**src/rtl/salc_pkg.sv**
```systemverilog
// Shared types and codes for the set-associative LRU cache tag store.
package salc_pkg;

  localparam logic [1:0] KIND_LOAD   = 2'd0;
  localparam logic [1:0] KIND_STORE  = 2'd1;
  localparam logic [1:0] KIND_MODIFY = 2'd2;
  localparam logic [1:0] KIND_NONE   = 2'd3;

  localparam logic [1:0] OUT_HIT   = 2'd0;
  localparam logic [1:0] OUT_FILL  = 2'd1;
  localparam logic [1:0] OUT_EVICT = 2'd2;

  localparam logic [1:0] CFG_SET_BITS   = 2'd0;
  localparam logic [1:0] CFG_WAYS       = 2'd1;
  localparam logic [1:0] CFG_BLOCK_BITS = 2'd2;

  typedef struct packed {
    logic [1:0]  kind;
    logic [63:0] address;
  } in_t;

  typedef struct packed {
    logic [1:0]  outcome;
    logic        last;
    logic [31:0] total_hits;
    logic [31:0] total_misses;
    logic [31:0] total_evictions;
  } out_t;

  typedef struct packed {
    logic accept;
    logic look;
    logic commit;
    logic second;
  } cmd_t;

  typedef struct packed {
    logic in_none;
    logic is_modify;
    logic out_free;
  } sts_t;

endpackage

```
**src/rtl/salc_ctrl.sv**
```systemverilog
// Controller state machine that sequences each request through lookup and write-back.
module salc_ctrl (
  input  logic           clk,
  input  logic           rst_n,
  input  logic           in_valid,
  output logic           in_ready,
  input  salc_pkg::sts_t sts,
  output salc_pkg::cmd_t cmd
);

  localparam logic [1:0] S_IDLE   = 2'd0;
  localparam logic [1:0] S_LOOK   = 2'd1;
  localparam logic [1:0] S_CMP    = 2'd2;
  localparam logic [1:0] S_SECOND = 2'd3;

  logic [1:0] state_r;
  logic [1:0] state_nxt;

  always_comb begin
    state_nxt = state_r;
    cmd       = '0;
    in_ready  = 1'b0;
    unique case (state_r)
      S_IDLE: begin
        in_ready = 1'b1;
        if (in_valid) begin
          cmd.accept = 1'b1;
          if (!sts.in_none) state_nxt = S_LOOK;
        end
      end
      S_LOOK: begin
        cmd.look  = 1'b1;
        state_nxt = S_CMP;
      end
      S_CMP: begin
        if (sts.out_free) begin
          cmd.commit = 1'b1;
          state_nxt  = sts.is_modify ? S_SECOND : S_IDLE;
        end
      end
      S_SECOND: begin
        if (sts.out_free) begin
          cmd.second = 1'b1;
          state_nxt  = S_IDLE;
        end
      end
      default: state_nxt = S_IDLE;
    endcase
  end

  always_ff @(posedge clk) begin
    if (!rst_n) begin
      state_r <= S_IDLE;
    end else begin
      state_r <= state_nxt;
    end
  end

endmodule

```
**config.mk**
```make
export PLATFORM = sky130hd
export DESIGN_NAME = salc_ctrl
export DESIGN_NICKNAME = d
export VERILOG_FILES = /design/src/rtl/salc_pkg.sv /design/src/rtl/salc_ctrl.sv
export SDC_FILE = /design/constraint.sdc
export NUM_CORES = 1
export LEC_CHECK = 0
export BUFFER_PORTS_ARGS = -buffer_cell sky130_fd_sc_hd__buf_2
export CAP_MARGIN = 20
export CORE_AREA = 4 4 41 43
export CTS_CLUSTER_SIZE = 10
export DETAILED_ROUTE_END_ITERATION = 16
export DIE_AREA = 0 0 45 47
export HOLD_SLACK_MARGIN = 0.02
export PLACE_DENSITY = 0.41
export SYNTH_ARGS = -nofsm -noshare
export SYNTH_HDL_FRONTEND = slang
export SYNTH_SLANG_ARGS = --single-unit
export TNS_END_PERCENT = 1
```
**constraint.sdc**
```tcl
create_clock -name clk -period 1 [get_ports clk]
set_clock_uncertainty 0.15 [all_clocks]
set_input_delay 0.1 -clock clk [delete_from_list [all_inputs] [get_ports clk]]
set_output_delay 0.1 -clock clk [all_outputs]
set_load 0.005 [all_outputs]
```
# ---- Word-level counts from Yosys, hierarchy flattened
# Cells that the tools add are included.
dict set report totals {
  out_inout_bits 5
  input_bits 6
  ff_bits 2
}
dict set report op_classes {
  muxes 13
  eq_ne 7
  n_reduce_logical 2
}
# cell n
set ops {}
lappend ops {{$mux 2} 5}
lappend ops {{$ne 2x2->1 const B} 4}
lappend ops {{$pmux 2 s4} 1}
lappend ops {{$mux 1} 7}
lappend ops {{$eq 2x2->1 const B} 2}
lappend ops {{$reduce_and 4->1} 1}
lappend ops {{$eq 2x1->1 const B} 1}
lappend ops {{$logic_not 2->1} 1}

# ---- Depth between registers and ports, before layout
dict set report logic_depth {
  word_depth 3
  ltp_mapped 3
  mapped_depth_nobuf 3
}

# ---- Worst setup path after synthesis
# Ideal clock, no wire load.
dict set report synth_timing {
  kind {reg-to-reg}
  start {reg state_r[1]}
  end {reg state_r[1]}
  path_stages_with_launch 3
  t_required_ns 0.735
  path_slack_ns -0.023
  n_path_buf 0
  t_arrival_ns 0.758
  setup_ns 0.115
  path_cell_list {dfxtp_1 and2b_2 o21a_1}
}
dict set report synth_via {
  elab_chain_len 3
}
# element line_no
set synth_lines {}
lappend synth_lines {{from (decl)} salc_ctrl.sv:16} ;# logic [1:0] state_r;
lappend synth_lines {{from (signal assigned)} salc_ctrl.sv:55} ;# state_r <= state_nxt;
lappend synth_lines {{$eq 2x2->1 or $logic_not 2->1 (tied branches)} salc_ctrl.sv:23} ;# unique case (state_r)
lappend synth_lines {{$ne 2x2->1 (no line)} --}
lappend synth_lines {{$reduce_and 4->1 (no line)} --}
# Parallel ways exist; a longest one is shown, timed or not.
# A chain may end at the register's enable or synchronous reset.

==> impl_results.md <==
* Outcome: complete, but fails checks
* Failing checks: setup timing
* Syn nets at 22
* Final Core Density at 0.2385
* Core ar. at 1301 sq um
* Hold endpoint: state_r[0]$_SDFFE_PN0P_
* Number of enable flip-flop cells after synthesis at 0
* Peak VDD IR at 0.4714 mV
* Reg2reg start: state_r[1]$_SDFFE_PN0P_
* Final #Nets at 43
* Net Sw Frac at 0.2219
* Initial antenna violation count at 0
* Min setup slack post-route at -198.1 ps
* RSZ-0062 raised after global routing: yes
* RR Endpoint: state_r[1]$_SDFFE_PN0P_
* Hold path start: sts[2]
* Worst slack at placement at -66.46 ps
* Distinct cells, synth at 13
* Die Span Y at 47 um
* Seq pwr share at 0.264
* Final WL at 445 um
* Pwr dens at 1127 nW/um^2
* Htree depth at 1
* Detail Route Antenna Nets at 0
* P_int at 272.1 uW
* CTS Buf Count at 3
* IO Count at 11
* CP endpoint kind: primary output
* Crit path largest cell delay at 380 ps
* Clock transition at the registers of the reported paths at 30 ps
* GRT Resource Usage Total at 0.05516
* # diodes at 0
* Period utilisation layout at 1.198
* Hold Path Depth at 3
* Max Freq at 834.7 MHz
* Pre-antenna DRT Iters at 2
* Min-Delay Path Class: in2reg
* Overflow after GRT at 0
* Gpl congestion at 0.7103
* Cts hold-fix bufs at 1
* Synth-to-Final Area Change at 145.5%
* Syn Std Cell Area at 126.4 sq um
* Post-synth ARST share at 0
* Synth Instances at 16
* Leak pwr at 0.1566 nW
* WP data required at 750 ps
* Vias at 186
* Final setup viols at 7
* Largest net degree at the start of global routing at 7
* Normalized max-slew margin at 0.9087
* Worst Max-Slew Pin Slew at 135.7 ps
* Hold Slack at 7.575 ps
* Ranking of synthesized cells by area: dfxtp_1 32%, nand3b_1 12%, and2b_2 6.9%
* Worst-path fanout max at 6
* First-pass GRT wire length at 779 um
* CTS Sinks at 2
* Setup tns final at -995.9 ps
* Remaining routing DRC violations at 0
* Total Die Area at 2115 sq um
* Final Slew Violations at 0
* Initial core utilization at 0.09712
* Crit Path Category: reg2out
* Die Wd at 45 um
* Top Registers: state_r: 2 flops
* Post-DR wirelength/cell at 8.900 um
* # Max-Cap Violations at 0
* Fin crit period at 1198 ps
* Cells along the critical path: and2b_2, buf_6
* Root buffer cell: clkbuf_4
* Number of buffers added on ports at 10
* Layout cells sized above 1 at 0.7143
* Worst Path Arrival at 950 ps
* Worst setup SP type: flop
* Yosys reg bits at 2
* Fin. Hold Viols at 0
* Via-to-Cell Ratio at 3.720
* Yosys top cell area share at 0.3168
* Synth Flop Type: dfxtp_1
* R2R Setup Slk at -160 ps
* Most area-hungry cell type in the Yosys netlist: dfxtp_1
* Placed wire-length estimate at 348.3 um
* Gate power share at 0.236
* Bufs on Longest Clock Path at 2
* Clock share of power at 0.500
* Yosys warns at 0
* Total power at 349.7 uW
* Synth cell count leaders: 2 x dfxtp_1, 2 x nand3b_1, 2 x nor2_1
* Max reg flops at 2
* Iter 0 DRT Violations at 1
* Critical path's slowest cell: dfxtp_4
* Psw at 77.61 uW
* Sequential area share after synthesis at 0.3168
* Vias in the first global route at 178
* Synthesized area per cell at 7.898 sq um
* Reg2Reg Depth at 3
* Clock Latency Late Sink at 220 ps
* Largest Register: state_r
* CTS tree: done
* Std-Cell Rows at 13
==> worst max path at each step <==
stage                                  from  depth (start not counted)  slack (ps)                       to
detailed placement  state_r[0]$_SDFFE_PN0P_                          3         -70  state_r[0]$_SDFFE_PN0P_
finish              state_r[1]$_SDFFE_PN0P_                          2        -200                   cmd[2]
CTS                 state_r[1]$_SDFFE_PN0P_                          2        -200                   cmd[2]
global route        state_r[1]$_SDFFE_PN0P_                          2        -240                   cmd[2]
global placement    state_r[0]$_SDFFE_PN0P_                          3         -70  state_r[0]$_SDFFE_PN0P_
floorplan           state_r[0]$_SDFFE_PN0P_                          3         -10  state_r[0]$_SDFFE_PN0P_
==> power by group through the flow <==
stage               sequential [mW]  clock, mW  combinational, mW
global route                 0.0942      0.190             0.0905
detailed placement           0.0910          0             0.0557
floorplan                    0.0902          0             0.0208
global placement             0.0911          0             0.0566
finish                       0.0924      0.175             0.0824
CTS                          0.0915      0.187             0.0658
==> worst max-delay path, delay by kind of cell (launching register included) <==
family	cells	cell delay, ps
simple gates	1	240
flops	1	380
buf+inv	1	110
==> cell families (layout without fill, tap and decap cells) <==
kind of cell,count (synthesis),count (layout),share of synthesized area
AO/OA/AOI/OAI,3,3,0.1684
buffers and inverters,1,20,0.02967
flip-flops,2,2,0.3168
AND/OR/NAND/NOR,10,10,0.4852
==> through the flow <==
| step | area [sq um] | std cells |
|---|---|---|
| 2_1_floorplan | 127.6 | 16 |
| 3_3_place_gp | 219.0 | 44 |
| 3_5_place_dp | 219.0 | 44 |
| 4_1_cts | 282.8 | 49 |
| 5_1_grt | 310.3 | 50 |
| 6_report | 310.3 | 50 |
==> cells in the final DEF (no fill, tap or decap) <==
cell,instances
a21boi_0,1
a31oi_1,1
and2_4,1
and2b_2,1
and3_2,1
buf_2,7
buf_4,4
buf_6,4
clkbuf_4,3
dfxtp_2,1
dfxtp_4,1
dlygate4sd3_1,1
inv_1,1
nand2_4,1
nand2b_1,1
nand3b_1,2
nor2_1,1
nor2_4,1
o21a_1,1
or2_1,1
==> area by class of cell <==
class | count | area [sq um]
multi-input cells | 13 | 100.1
inverters | 1 | 3.754
repair buffers | 16 | 120.1
fillers | 163 | 991.0
well taps | 15 | 18.77
flip-flops and latches | 2 | 45.04
clock buffers | 3 | 22.52
==> repair_timing <==
item,4_1_cts,5_1_grt
endpoints found under the setup margin,7,7
hold endpoints to repair,2,1
resized for setup,7,4
pin swaps,2,2
buffers inserted,1,1
gates cloned,0,0
==> routing by layer <==
metal | global-route usage | part of all wire
met1 | 0.06998 | 0.47
met2 | 0.06780 | 0.44
met3 | 0.02299 | 0.083
met4 | 0.05263 | 0
met5 | 0 | 0
Power figures use the tool's default switching activity.
